===== config.mk =====
export PLATFORM = sky130hd
export DESIGN_NAME = small_set_operation_engine_unit
export DESIGN_NICKNAME = d
export VERILOG_FILES = /design/src/design/sose_pkg.sv /design/src/design/sose_store.sv /design/src/design/sose_seq.sv /design/src/design/small_set_operation_engine_unit.sv
export SDC_FILE = /design/constraint.sdc
export NUM_CORES = 1
export LEC_CHECK = 0
export BUFFER_PORTS_ARGS = -buffer_cell sky130_fd_sc_hd__buf_4
export CORE_ASPECT_RATIO = 1.75
export CORE_MARGIN = 2
export CORE_UTILIZATION = 35
export DETAILED_ROUTE_END_ITERATION = 10
export PLACE_DENSITY = 0.54
export SYNTH_ARGS = -nofsm -noshare
export SYNTH_HDL_FRONTEND = slang
export SYNTH_SLANG_ARGS = --single-unit

===== constraint.sdc =====
create_clock -name i_clk -period 11.6 [get_ports i_clk]
set_input_delay 1.16 -clock i_clk [delete_from_list [all_inputs] [get_ports i_clk]]
set_output_delay 1.16 -clock i_clk [all_outputs]
set_load 0.01 [all_outputs]

===== src/design/sose_pkg.sv =====
// Shared types and constants for the small set operation engine.
package sose_pkg;

    localparam int SOSE_CAPACITY = 16;
    localparam int ELEM_W        = 32;

    typedef enum logic [1:0] {
        OP_CLEAR    = 2'd0,
        OP_APPEND_A = 2'd1,
        OP_APPEND_B = 2'd2,
        OP_QUERY    = 2'd3
    } t_op;

    typedef enum logic [1:0] {
        QK_INTERSECT = 2'd0,
        QK_A_MINUS_B = 2'd1,
        QK_B_MINUS_A = 2'd2,
        QK_UNION     = 2'd3
    } t_kind;

    typedef enum logic [2:0] {
        ST_IDLE,
        ST_PHASE,
        ST_OFETCH,
        ST_OLOAD,
        ST_SCAN,
        ST_PUSH,
        ST_FLUSH
    } t_seq_state;

    typedef struct packed {
        logic              vld;
        t_op               op;
        logic [ELEM_W-1:0] elem;
    } t_wr_cmd;

endpackage


===== src/design/sose_store.sv =====
// Element memories for sets A and B with fill counts and the sticky overflow flag.
module sose_store
    import sose_pkg::*;
#(
    parameter int SET_CAPACITY = SOSE_CAPACITY
) (
    input  logic                 i_clk,
    input  logic                 i_rst_n,
    input  t_wr_cmd              i_wr,
    input  logic [(SET_CAPACITY > 1 ? $clog2(SET_CAPACITY) : 1)-1:0] i_a_addr,
    input  logic [(SET_CAPACITY > 1 ? $clog2(SET_CAPACITY) : 1)-1:0] i_b_addr,
    output logic [ELEM_W-1:0]    o_a_rdata,
    output logic [ELEM_W-1:0]    o_b_rdata,
    output logic [$clog2(SET_CAPACITY+1)-1:0] o_cnt_a,
    output logic [$clog2(SET_CAPACITY+1)-1:0] o_cnt_b,
    output logic                 o_ovf
);

    localparam int CW = $clog2(SET_CAPACITY + 1);
    localparam int IW = (SET_CAPACITY > 1) ? $clog2(SET_CAPACITY) : 1;

    logic [ELEM_W-1:0] mem_a [SET_CAPACITY];
    logic [ELEM_W-1:0] mem_b [SET_CAPACITY];

    logic [CW-1:0] r_cnt_a, r_cnt_b;
    logic          r_ovf;
    logic [ELEM_W-1:0] r_a_rdata, r_b_rdata;

    logic a_room, b_room;
    assign a_room = (r_cnt_a < CW'(SET_CAPACITY));
    assign b_room = (r_cnt_b < CW'(SET_CAPACITY));

    always_ff @(posedge i_clk) begin
        if (!i_rst_n) begin
            r_cnt_a <= '0;
            r_cnt_b <= '0;
            r_ovf   <= 1'b0;
        end else if (i_wr.vld) begin
            unique case (i_wr.op)
                OP_CLEAR: begin
                    r_cnt_a <= '0;
                    r_cnt_b <= '0;
                    r_ovf   <= 1'b0;
                end
                OP_APPEND_A: begin
                    if (a_room) r_cnt_a <= r_cnt_a + CW'(1);
                    else        r_ovf   <= 1'b1;
                end
                OP_APPEND_B: begin
                    if (b_room) r_cnt_b <= r_cnt_b + CW'(1);
                    else        r_ovf   <= 1'b1;
                end
                default: ;
            endcase
        end
    end

    // Memory write ports: append lands at the current fill count.
    always_ff @(posedge i_clk) begin
        if (i_wr.vld && i_wr.op == OP_APPEND_A && a_room) begin
            mem_a[r_cnt_a[IW-1:0]] <= i_wr.elem;
        end
        if (i_wr.vld && i_wr.op == OP_APPEND_B && b_room) begin
            mem_b[r_cnt_b[IW-1:0]] <= i_wr.elem;
        end
    end

    // Registered read ports.
    always_ff @(posedge i_clk) begin
        r_a_rdata <= mem_a[i_a_addr];
        r_b_rdata <= mem_b[i_b_addr];
    end

    assign o_a_rdata = r_a_rdata;
    assign o_b_rdata = r_b_rdata;
    assign o_cnt_a   = r_cnt_a;
    assign o_cnt_b   = r_cnt_b;
    assign o_ovf     = r_ovf;

endmodule


===== src/design/sose_seq.sv =====
// Query sequencer: outer/inner scan over the set memories and the result output register.
module sose_seq
    import sose_pkg::*;
#(
    parameter int SET_CAPACITY = SOSE_CAPACITY
) (
    input  logic                 i_clk,
    input  logic                 i_rst_n,
    input  logic                 i_start,
    input  t_kind                i_kind,
    input  logic [$clog2(SET_CAPACITY+1)-1:0] i_cnt_a,
    input  logic [$clog2(SET_CAPACITY+1)-1:0] i_cnt_b,
    input  logic                 i_ovf,
    output logic                 o_idle,
    output logic [(SET_CAPACITY > 1 ? $clog2(SET_CAPACITY) : 1)-1:0] o_a_addr,
    output logic [(SET_CAPACITY > 1 ? $clog2(SET_CAPACITY) : 1)-1:0] o_b_addr,
    input  logic [ELEM_W-1:0]    i_a_rdata,
    input  logic [ELEM_W-1:0]    i_b_rdata,
    output logic                 o_out_vld,
    input  logic                 i_out_rdy,
    output logic [ELEM_W-1:0]    o_out_val,
    output logic                 o_out_vres,
    output logic                 o_out_last,
    output logic                 o_out_ovf
);

    localparam int CW = $clog2(SET_CAPACITY + 1);
    localparam int IW = (SET_CAPACITY > 1) ? $clog2(SET_CAPACITY) : 1;

    t_seq_state        r_state, n_state;
    t_kind             r_kind, n_kind;
    logic              r_phase, n_phase;
    logic              r_ovf, n_ovf;
    logic [CW-1:0]     r_ca, n_ca, r_cb, n_cb;
    logic [CW-1:0]     r_i, n_i, r_left, n_left, r_k, n_k, r_cidx, n_cidx;
    logic              r_seg, n_seg, r_cseg, n_cseg, r_cvld, n_cvld;
    logic              r_resume, n_resume;
    logic [ELEM_W-1:0] r_outer, n_outer, r_pend, n_pend;
    logic              r_pend_vld, n_pend_vld;
    logic              r_out_vld, n_out_vld, r_out_vres, n_out_vres, r_out_last, n_out_last;
    logic              r_out_ovf, n_out_ovf;
    logic [ELEM_W-1:0] r_out_val, n_out_val;

    logic              out_free, up, outer_b, inner_a, match, iss0, iss1;
    logic [CW-1:0]     outer_cnt, inner_cnt, next_i;
    logic [ELEM_W-1:0] outer_rd, cmp_rd;

    always_ff @(posedge i_clk) begin
        if (!i_rst_n) begin
            r_state    <= ST_IDLE;
            r_cvld     <= 1'b0;
            r_pend_vld <= 1'b0;
            r_out_vld  <= 1'b0;
        end else begin
            r_state    <= n_state;
            r_cvld     <= n_cvld;
            r_pend_vld <= n_pend_vld;
            r_out_vld  <= n_out_vld;
        end
    end

    always_ff @(posedge i_clk) begin
        r_kind     <= n_kind;
        r_phase    <= n_phase;
        r_ovf      <= n_ovf;
        r_ca       <= n_ca;
        r_cb       <= n_cb;
        r_i        <= n_i;
        r_left     <= n_left;
        r_k        <= n_k;
        r_cidx     <= n_cidx;
        r_seg      <= n_seg;
        r_cseg     <= n_cseg;
        r_resume   <= n_resume;
        r_outer    <= n_outer;
        r_pend     <= n_pend;
        r_out_val  <= n_out_val;
        r_out_vres <= n_out_vres;
        r_out_last <= n_out_last;
        r_out_ovf  <= n_out_ovf;
    end

    // Outer walk: forward over A for intersection, forward over B for the
    // union's first pass, reverse otherwise.
    assign up        = (r_kind == QK_INTERSECT) || (r_kind == QK_UNION && !r_phase);
    assign outer_b   = (r_kind == QK_B_MINUS_A) || (r_kind == QK_UNION && !r_phase);
    assign inner_a   = (r_kind == QK_B_MINUS_A) || (r_kind == QK_UNION);
    assign outer_cnt = outer_b ? r_cb : r_ca;
    assign inner_cnt = inner_a ? r_ca : r_cb;
    assign outer_rd  = outer_b ? i_b_rdata : i_a_rdata;
    // Segment 0 scans later entries of B (union duplicate check).
    assign cmp_rd    = (!r_cseg || !inner_a) ? i_b_rdata : i_a_rdata;
    assign match     = r_cvld && (cmp_rd == r_outer);
    assign iss0      = !r_seg && (r_k < r_cb);
    assign iss1      = r_seg && (r_k < inner_cnt);
    assign next_i    = up ? r_i + CW'(1) : r_i - CW'(1);
    assign out_free  = !r_out_vld || i_out_rdy;

    always_comb begin
        n_state    = r_state;
        n_kind     = r_kind;
        n_phase    = r_phase;
        n_ovf      = r_ovf;
        n_ca       = r_ca;
        n_cb       = r_cb;
        n_i        = r_i;
        n_left     = r_left;
        n_k        = r_k;
        n_cidx     = r_cidx;
        n_seg      = r_seg;
        n_cseg     = r_cseg;
        n_cvld     = r_cvld;
        n_resume   = r_resume;
        n_outer    = r_outer;
        n_pend     = r_pend;
        n_pend_vld = r_pend_vld;
        n_out_vld  = r_out_vld && !i_out_rdy;
        n_out_val  = r_out_val;
        n_out_vres = r_out_vres;
        n_out_last = r_out_last;
        n_out_ovf  = r_out_ovf;
        o_a_addr   = '0;
        o_b_addr   = '0;

        unique case (r_state)
            ST_IDLE: begin
                if (i_start) begin
                    n_kind     = i_kind;
                    n_phase    = 1'b0;
                    n_ovf      = i_ovf;
                    n_ca       = i_cnt_a;
                    n_cb       = i_cnt_b;
                    n_pend_vld = 1'b0;
                    n_state    = ST_PHASE;
                end
            end
            ST_PHASE: begin
                n_left  = outer_cnt;
                n_i     = up ? '0 : outer_cnt - CW'(1);
                n_state = ST_OFETCH;
            end
            ST_OFETCH: begin
                if (r_left == '0) begin
                    if (r_kind == QK_UNION && !r_phase) begin
                        n_phase = 1'b1;
                        n_state = ST_PHASE;
                    end else begin
                        n_state = ST_FLUSH;
                    end
                end else begin
                    if (outer_b) o_b_addr = r_i[IW-1:0];
                    else         o_a_addr = r_i[IW-1:0];
                    n_state = ST_OLOAD;
                end
            end
            ST_OLOAD: begin
                n_outer = outer_rd;
                n_cvld  = 1'b0;
                if (r_kind == QK_UNION && r_phase) begin
                    // Union second pass: every A entry goes out unchecked.
                    n_resume = 1'b0;
                    n_state  = ST_PUSH;
                end else begin
                    n_seg   = (r_kind != QK_UNION);
                    n_k     = (r_kind == QK_UNION) ? r_i + CW'(1) : '0;
                    n_state = ST_SCAN;
                end
            end
            ST_SCAN: begin
                if (iss0) begin
                    o_b_addr = r_k[IW-1:0];
                    n_cvld   = 1'b1;
                    n_cseg   = 1'b0;
                    n_cidx   = r_k;
                    n_k      = r_k + CW'(1);
                end else if (!r_seg) begin
                    n_seg  = 1'b1;
                    n_k    = '0;
                    n_cvld = 1'b0;
                end else if (iss1) begin
                    if (inner_a) o_a_addr = r_k[IW-1:0];
                    else         o_b_addr = r_k[IW-1:0];
                    n_cvld = 1'b1;
                    n_cseg = 1'b1;
                    n_cidx = r_k;
                    n_k    = r_k + CW'(1);
                end else begin
                    n_cvld = 1'b0;
                end

                if (match) begin
                    n_cvld = 1'b0;
                    if (r_kind == QK_INTERSECT) begin
                        // Emit, then resume the scan after the matching entry.
                        n_k      = r_cidx + CW'(1);
                        n_seg    = 1'b1;
                        n_resume = 1'b1;
                        n_state  = ST_PUSH;
                    end else begin
                        n_left  = r_left - CW'(1);
                        n_i     = next_i;
                        n_state = ST_OFETCH;
                    end
                end else if (!r_cvld && r_seg && !iss1) begin
                    if (r_kind == QK_INTERSECT) begin
                        n_left  = r_left - CW'(1);
                        n_i     = next_i;
                        n_state = ST_OFETCH;
                    end else begin
                        n_resume = 1'b0;
                        n_state  = ST_PUSH;
                    end
                end
            end
            ST_PUSH: begin
                // Hold one item back so the final one can carry last.
                if (!r_pend_vld || out_free) begin
                    if (r_pend_vld) begin
                        n_out_vld  = 1'b1;
                        n_out_val  = r_pend;
                        n_out_vres = 1'b1;
                        n_out_last = 1'b0;
                        n_out_ovf  = r_ovf;
                    end
                    n_pend     = r_outer;
                    n_pend_vld = 1'b1;
                    if (r_resume) begin
                        n_state = ST_SCAN;
                    end else begin
                        n_left  = r_left - CW'(1);
                        n_i     = next_i;
                        n_state = ST_OFETCH;
                    end
                end
            end
            ST_FLUSH: begin
                if (out_free) begin
                    n_out_vld  = 1'b1;
                    n_out_val  = r_pend_vld ? r_pend : '0;
                    n_out_vres = r_pend_vld;
                    n_out_last = 1'b1;
                    n_out_ovf  = r_ovf;
                    n_pend_vld = 1'b0;
                    n_state    = ST_IDLE;
                end
            end
            default: n_state = ST_IDLE;
        endcase
    end

    assign o_idle     = (r_state == ST_IDLE);
    assign o_out_vld  = r_out_vld;
    assign o_out_val  = r_out_val;
    assign o_out_vres = r_out_vres;
    assign o_out_last = r_out_last;
    assign o_out_ovf  = r_out_ovf;

endmodule


===== src/design/small_set_operation_engine_unit.sv =====
// Top level of the small set operation engine: stream ports, set store and query sequencer.
//
// Holds two sets A and B of up to SET_CAPACITY 32-bit elements in two synchronous
// memories with one write and one read port each. Clear and append transfers update
// the store directly; appends to a full set are dropped and set the sticky overflow
// flag, reported on every result item. A query streams its result on the master side,
// ending with tlast; an empty result is one item with valid_res low. Each memory has
// one read port, so a query visits the outer set one element at a time: it fetches the
// element, compares it with the inner entries one by one, stopping at the first match
// for the differences and the union, and then pushes an element that found no match.
// The intersection instead pushes each match and resumes the scan after it. The union
// first checks each B element against the later B entries and then against A, and
// afterwards pushes every A element unchecked. No transfer is taken while a query runs;
// a finished item waits in the output register without holding up the next transfer.
module small_set_operation_engine_unit
    import sose_pkg::*;
#(
    parameter int SET_CAPACITY = SOSE_CAPACITY
) (
    input  logic        i_clk,
    input  logic        i_rst_n,
    input  logic        i_s_tvalid,
    output logic        o_s_tready,
    input  logic [39:0] i_s_tdata,   // [31:0] element, [33:32] query_kind, rest zero
    input  logic [1:0]  i_s_tuser,   // [1:0] op
    output logic        o_m_tvalid,
    input  logic        i_m_tready,
    output logic [31:0] o_m_tdata,   // [31:0] value
    output logic [1:0]  o_m_tuser,   // [0] valid_res, [1] overflow
    output logic        o_m_tlast
);

    localparam int CW = $clog2(SET_CAPACITY + 1);
    localparam int IW = (SET_CAPACITY > 1) ? $clog2(SET_CAPACITY) : 1;

    logic              in_xfer, seq_idle, ovf;
    t_op               in_op;
    t_wr_cmd           wr_cmd;
    logic [IW-1:0]     a_addr, b_addr;
    logic [ELEM_W-1:0] a_rdata, b_rdata;
    logic [CW-1:0]     cnt_a, cnt_b;
    logic              out_vres, out_ovf;

    assign in_op   = t_op'(i_s_tuser[1:0]);
    assign in_xfer = i_s_tvalid && o_s_tready;

    assign wr_cmd.vld  = in_xfer && (in_op != OP_QUERY);
    assign wr_cmd.op   = in_op;
    assign wr_cmd.elem = i_s_tdata[ELEM_W-1:0];

    sose_store #(
        .SET_CAPACITY (SET_CAPACITY)
    ) u_store (
        .i_clk     (i_clk),
        .i_rst_n   (i_rst_n),
        .i_wr      (wr_cmd),
        .i_a_addr  (a_addr),
        .i_b_addr  (b_addr),
        .o_a_rdata (a_rdata),
        .o_b_rdata (b_rdata),
        .o_cnt_a   (cnt_a),
        .o_cnt_b   (cnt_b),
        .o_ovf     (ovf)
    );

    sose_seq #(
        .SET_CAPACITY (SET_CAPACITY)
    ) u_seq (
        .i_clk      (i_clk),
        .i_rst_n    (i_rst_n),
        .i_start    (in_xfer && (in_op == OP_QUERY)),
        .i_kind     (t_kind'(i_s_tdata[33:32])),
        .i_cnt_a    (cnt_a),
        .i_cnt_b    (cnt_b),
        .i_ovf      (ovf),
        .o_idle     (seq_idle),
        .o_a_addr   (a_addr),
        .o_b_addr   (b_addr),
        .i_a_rdata  (a_rdata),
        .i_b_rdata  (b_rdata),
        .o_out_vld  (o_m_tvalid),
        .i_out_rdy  (i_m_tready),
        .o_out_val  (o_m_tdata),
        .o_out_vres (out_vres),
        .o_out_last (o_m_tlast),
        .o_out_ovf  (out_ovf)
    );

    assign o_s_tready = seq_idle;
    assign o_m_tuser  = {out_ovf, out_vres};

    // Set contents must not move under a running query.
    a_store_frozen: assert property (@(posedge i_clk) disable iff (!i_rst_n)
        !o_s_tready |=> ($stable(cnt_a) && $stable(cnt_b) && $stable(ovf)))
        else $error("set store changed during a query");

    a_cnt_bound: assert property (@(posedge i_clk) disable iff (!i_rst_n)
        (cnt_a <= CW'(SET_CAPACITY)) && (cnt_b <= CW'(SET_CAPACITY)))
        else $error("fill count beyond capacity");

    a_clear_done: assert property (@(posedge i_clk) disable iff (!i_rst_n)
        (in_xfer && in_op == OP_CLEAR) |=> (cnt_a == '0 && cnt_b == '0 && !ovf))
        else $error("clear did not empty both sets");

endmodule

==> flow_metrics.py <==
metrics = {
    "status": {
        "status": "finished clean",
    },
    "routing": {
        "firstDrtPassIters": 5,
        "drc": 0,
        "antenna_left": 0,
        "routed_wl_mm": 139,
        "wl_per_cell_um": 25.3,
        "viasPerCell": 5.31,
        "first_iter_violations": 2176,
        "dr_total_vias": 29000,
    },
    "job": {
        "maxCapViolations": 0,
    },
    "yosys": {
        "synth_top_cell_area_share_pct": 70.7,
        "syn_area_per_cell_um2": 14.1,
        "synthTopCellsByArea": "edfxtp_1 (71%), nand2_1 (4.6%), dfxtp_1 (3.3%)",
        "ys_ff_latch": 1241,
        "async_reset_ff_share_pct": 0,
        "netlist_instances": 3488,
        "yosysWarnings": 0,
        "synth_nets": 3561,
        "netlist_area_mm2": 0.0492,
        "synth-edff-count": 1160,
        "ys.flop_type": "edfxtp_1",
        "yosys.area.top_type": "edfxtp_1",
        "seq_area_frac_synth_pct": 74.0,
        "ys_types": 87,
    },
    "place": {
        "dp_cells": 5269,
        "dpl_cell_area_mm2": 0.0521,
        "dp_hpwl_mm": 81.4,
        "place.port_buffers": 76,
        "gp_congestion": 0.827,
    },
    "timing": {
        "maxSlewViolCount": 0,
        "fmax_mhz": 193,
        "final_hold_viol_count": 0,
        "period_minus_slack_ps": 5170,
        "setup_viol": 0,
        "worstMarginPinSlew_ps": 1100,
        "rsz0062_at_grt": "no",
        "maxSlewHeadroom_pct": 26.9,
        "tns_ps": 0,
        "whs_ps": 447,
        "skew_ps": 27.4,
        "period_share_pct": 44.6,
    },
    "layout": {
        "design_area_mm2": 0.0556,
        "final_cell_count_no_fill": 5469,
        "fill_cells": 12900,
        "nNetsFinal": 3609,
        "areaGrowthSynthToFinish_pct": 12.9,
        "drive_above_1_share_pct": 12.7,
    },
    "clock_network": {
        "htree_levels": 3,
        "cts.hold.buffers_added": 0,
        "clk_path_buf_depth": 3,
        "cts_tree": "yes",
        "cts_root_buf": "clkbuf_16",
        "ctsResizeCount": 0,
        "cts.clk_slew.worst_paths_ps": 70,
        "clk_latency_ps": 710,
        "cts.sinks": 1241,
        "cts_made_buffers": 105,
        "cts_setup_buffers": 0,
    },
    "pwr": {
        "p_leak_uw": 0.0179,
        "power.share.clock_pct": 41.6,
        "power.density_mw_per_mm2": 156,
        "internal-power_uw": 6950,
        "vdd.ir_drop.worst_mv": 0.100,
        "combPwrFrac_pct": 1.8,
        "switching_share_pct": 20.0,
        "p_switching_uw": 1730,
        "seqPwrFrac_pct": 56.7,
    },
    "setup_path": {
        "crit_cells": 14,
        "crit_fanout": 70,
        "ff2ff_path_depth": 14,
        "crit_top_cell": "buf_4",
        "r2r_start": "u_seq.r_kind[1]$_DFFE_PP_",
        "worstSetupPathType": "reg2reg",
        "cp.arrival_ps": 5770,
        "critPathCapture": "u_store.o_a_rdata[29]$_DFF_P_",
        "r2r_end": "u_store.o_a_rdata[29]$_DFF_P_",
        "required_ps": 12200,
        "path_cells": "buf_4 > mux2i_1 > ha_1 > a211oi_1 > nor2_1 > nor3_1 > buf_4 > a41o_4 > buf_4 > buf_4 > nand2_1 > nand3_1 > o2111ai_1 > a2111oi_2",
        "crit_start": "u_seq.r_kind[1]$_DFFE_PP_",
        "cp_slowest_cell": "buf_4",
        "r2r_setup_slack_ps": 6430,
        "crit_family": "buffers and inverters",
        "critPathCaptureType": "register",
        "setup.worst_path.start_class": "register",
        "max_stage_delay_ps": 760,
        "path_buf_inv": 4,
    },
    "die": {
        "die_x_um": 288,
        "rows": 182,
        "start_util_pct": 35.2,
        "die_area_mm2": 0.144,
        "fp.dieH_um": 500,
        "core_mm2": 0.140,
        "io_pins": 83,
    },
    "global_route": {
        "grt_usage_pct": 19.0,
        "grt-ovfl-total": 0,
        "grt_max_degree": 159,
        "grt_pass1_vias": 28800,
        "antenna_found_initial": 4,
        "grt_pass1_wl_mm": 198,
    },
    "min_path": {
        "hp-class": "reg2reg",
    },
}
how the worst min path moves through the flow:
stage	from	endpoint	slack, ps	depth (start not counted)
2_1_floorplan	u_seq.r_ovf$_DFFE_PP_	u_seq.o_out_ovf$_DFFE_PP_	400	0
3_3_place_gp	u_store.o_ovf$_SDFFE_PN0P_	u_seq.r_ovf$_DFFE_PP_	430	0
3_5_place_dp	u_store.o_ovf$_SDFFE_PN0P_	u_seq.r_ovf$_DFFE_PP_	430	0
4_1_cts	u_store.o_ovf$_SDFFE_PN0P_	u_seq.r_ovf$_DFFE_PP_	450	0
5_1_grt	u_store.o_ovf$_SDFFE_PN0P_	u_seq.r_ovf$_DFFE_PP_	460	0
6_report	u_store.o_ovf$_SDFFE_PN0P_	u_seq.r_ovf$_DFFE_PP_	450	0
sequential cells by signal, summed over array words and instances (netlist names), 2 cells and up:
register           flops
u_seq.o_out_val       32
u_seq.r_ca             5
u_seq.r_cb             5
u_seq.r_cidx           5
u_seq.r_i              5
u_seq.r_k              5
u_seq.r_kind           2
u_seq.r_left           5
u_seq.r_outer         32
u_seq.r_pend          32
u_seq.r_state          3
u_store.mem_a        512
u_store.mem_b        512
u_store.o_a_rdata     32
u_store.o_b_rdata     32
u_store.o_cnt_a        5
u_store.o_cnt_b        5
cells in the final DEF (no fill, tap or decap), drive strengths merged, types with 6 or more instances in the layout:
cell type,n
xnor2,20
nand2,609
o211ai,9
a21oi,107
clkinvlp,13
a21o,19
a32oi,32
nand2b,14
o21ai,64
mux2,30
dfxtp,81
inv,36
a221o,6
o311ai,15
nor2b,43
a22oi,36
mux2i,60
a2111oi,39
o2111ai,50
and3,28
o2111a,15
a311o,13
bufinv,11
and2,40
a21boi,12
clkinv,30
edfxtp,1160
nor3,44
a211oi,71
nor2,229
or3,26
clkbuf,137
xor2,22
o22ai,37
ha,27
nand4,10
buf,148
nand3,222
power by group through the flow:
stage | clock network (µW) | logic (µW) | registers [µW]
6_report | 3610 | 153 | 4920
5_1_grt | 3840 | 166 | 4920
4_1_cts | 3690 | 155 | 4920
3_5_place_dp | 0 | 154 | 5020
3_3_place_gp | 0 | 150 | 5020
2_1_floorplan | 0 | 60.4 | 5000
stage by stage:
| stage | setup slack (ps) | power [µW] | util (%) |
|---|---|---|---|
| detailed placement | 6400 | 5170 | 37.2 |
| global placement | 6400 | 5170 | 37.2 |
| CTS | 6360 | 8760 | 39.7 |
| global route | 6020 | 8920 | 39.7 |
| floorplan | 6940 | 5060 | - |
| finish | 6430 | 8680 | 39.7 |
cells in the mapped netlist (36+ instances only):
cell type	n
edfxtp_1	1160
nand2_1	608
nor2_1	228
nand3_1	222
a21oi_1	106
clkbuf_1	99
dfxtp_1	81
buf_2	75
a211oi_1	70
o21ai_0	61
mux2i_1	60
o2111ai_1	50
nor2b_1	43
and2_1	39
nor3_1	39
o22ai_1	37
a22oi_1	36
cell type report:
cell class | instances | area (µm²) | area share (%)
inverters | 31 | 116 | 0.209
flip-flops and latches | 1241 | 36500 | 65.6
multi-input cells | 2009 | 12100 | 21.7
diodes | 4 | 10.0 | 0.0180
repair buffers | 148 | 1120 | 2.02
clock buffers | 137 | 2900 | 5.22
well taps | 1840 | 2300 | 4.14
clock inverters | 59 | 604 | 1.09
logic make-up (layout without fill, tap and decap cells):
kind of cell    Yosys count  after routing  synth area share (%)
flops                  1241           1241                  74.0
mux                      90             90                  1.91
xor+xnor                 42             42                 0.747
simple gates           1292           1292                  11.7
buf+inv                 238            375                  2.18
fa+ha+maj                27             27                 0.686
compound gates          558            558                  8.74
other cells               0              4                     0
routing by layer:
metal | wire length [µm] | vias up | global-route usage (%)
met5 | 11 | - | 0
met4 | 6320 | 2 | 8.54
met3 | 5570 | 200 | 2.30
met2 | 77500 | 705 | 36.8
met1 | 49100 | 14900 | 20.3
li1 | - | 13200 | -
(Power assumes the default switching activity.)
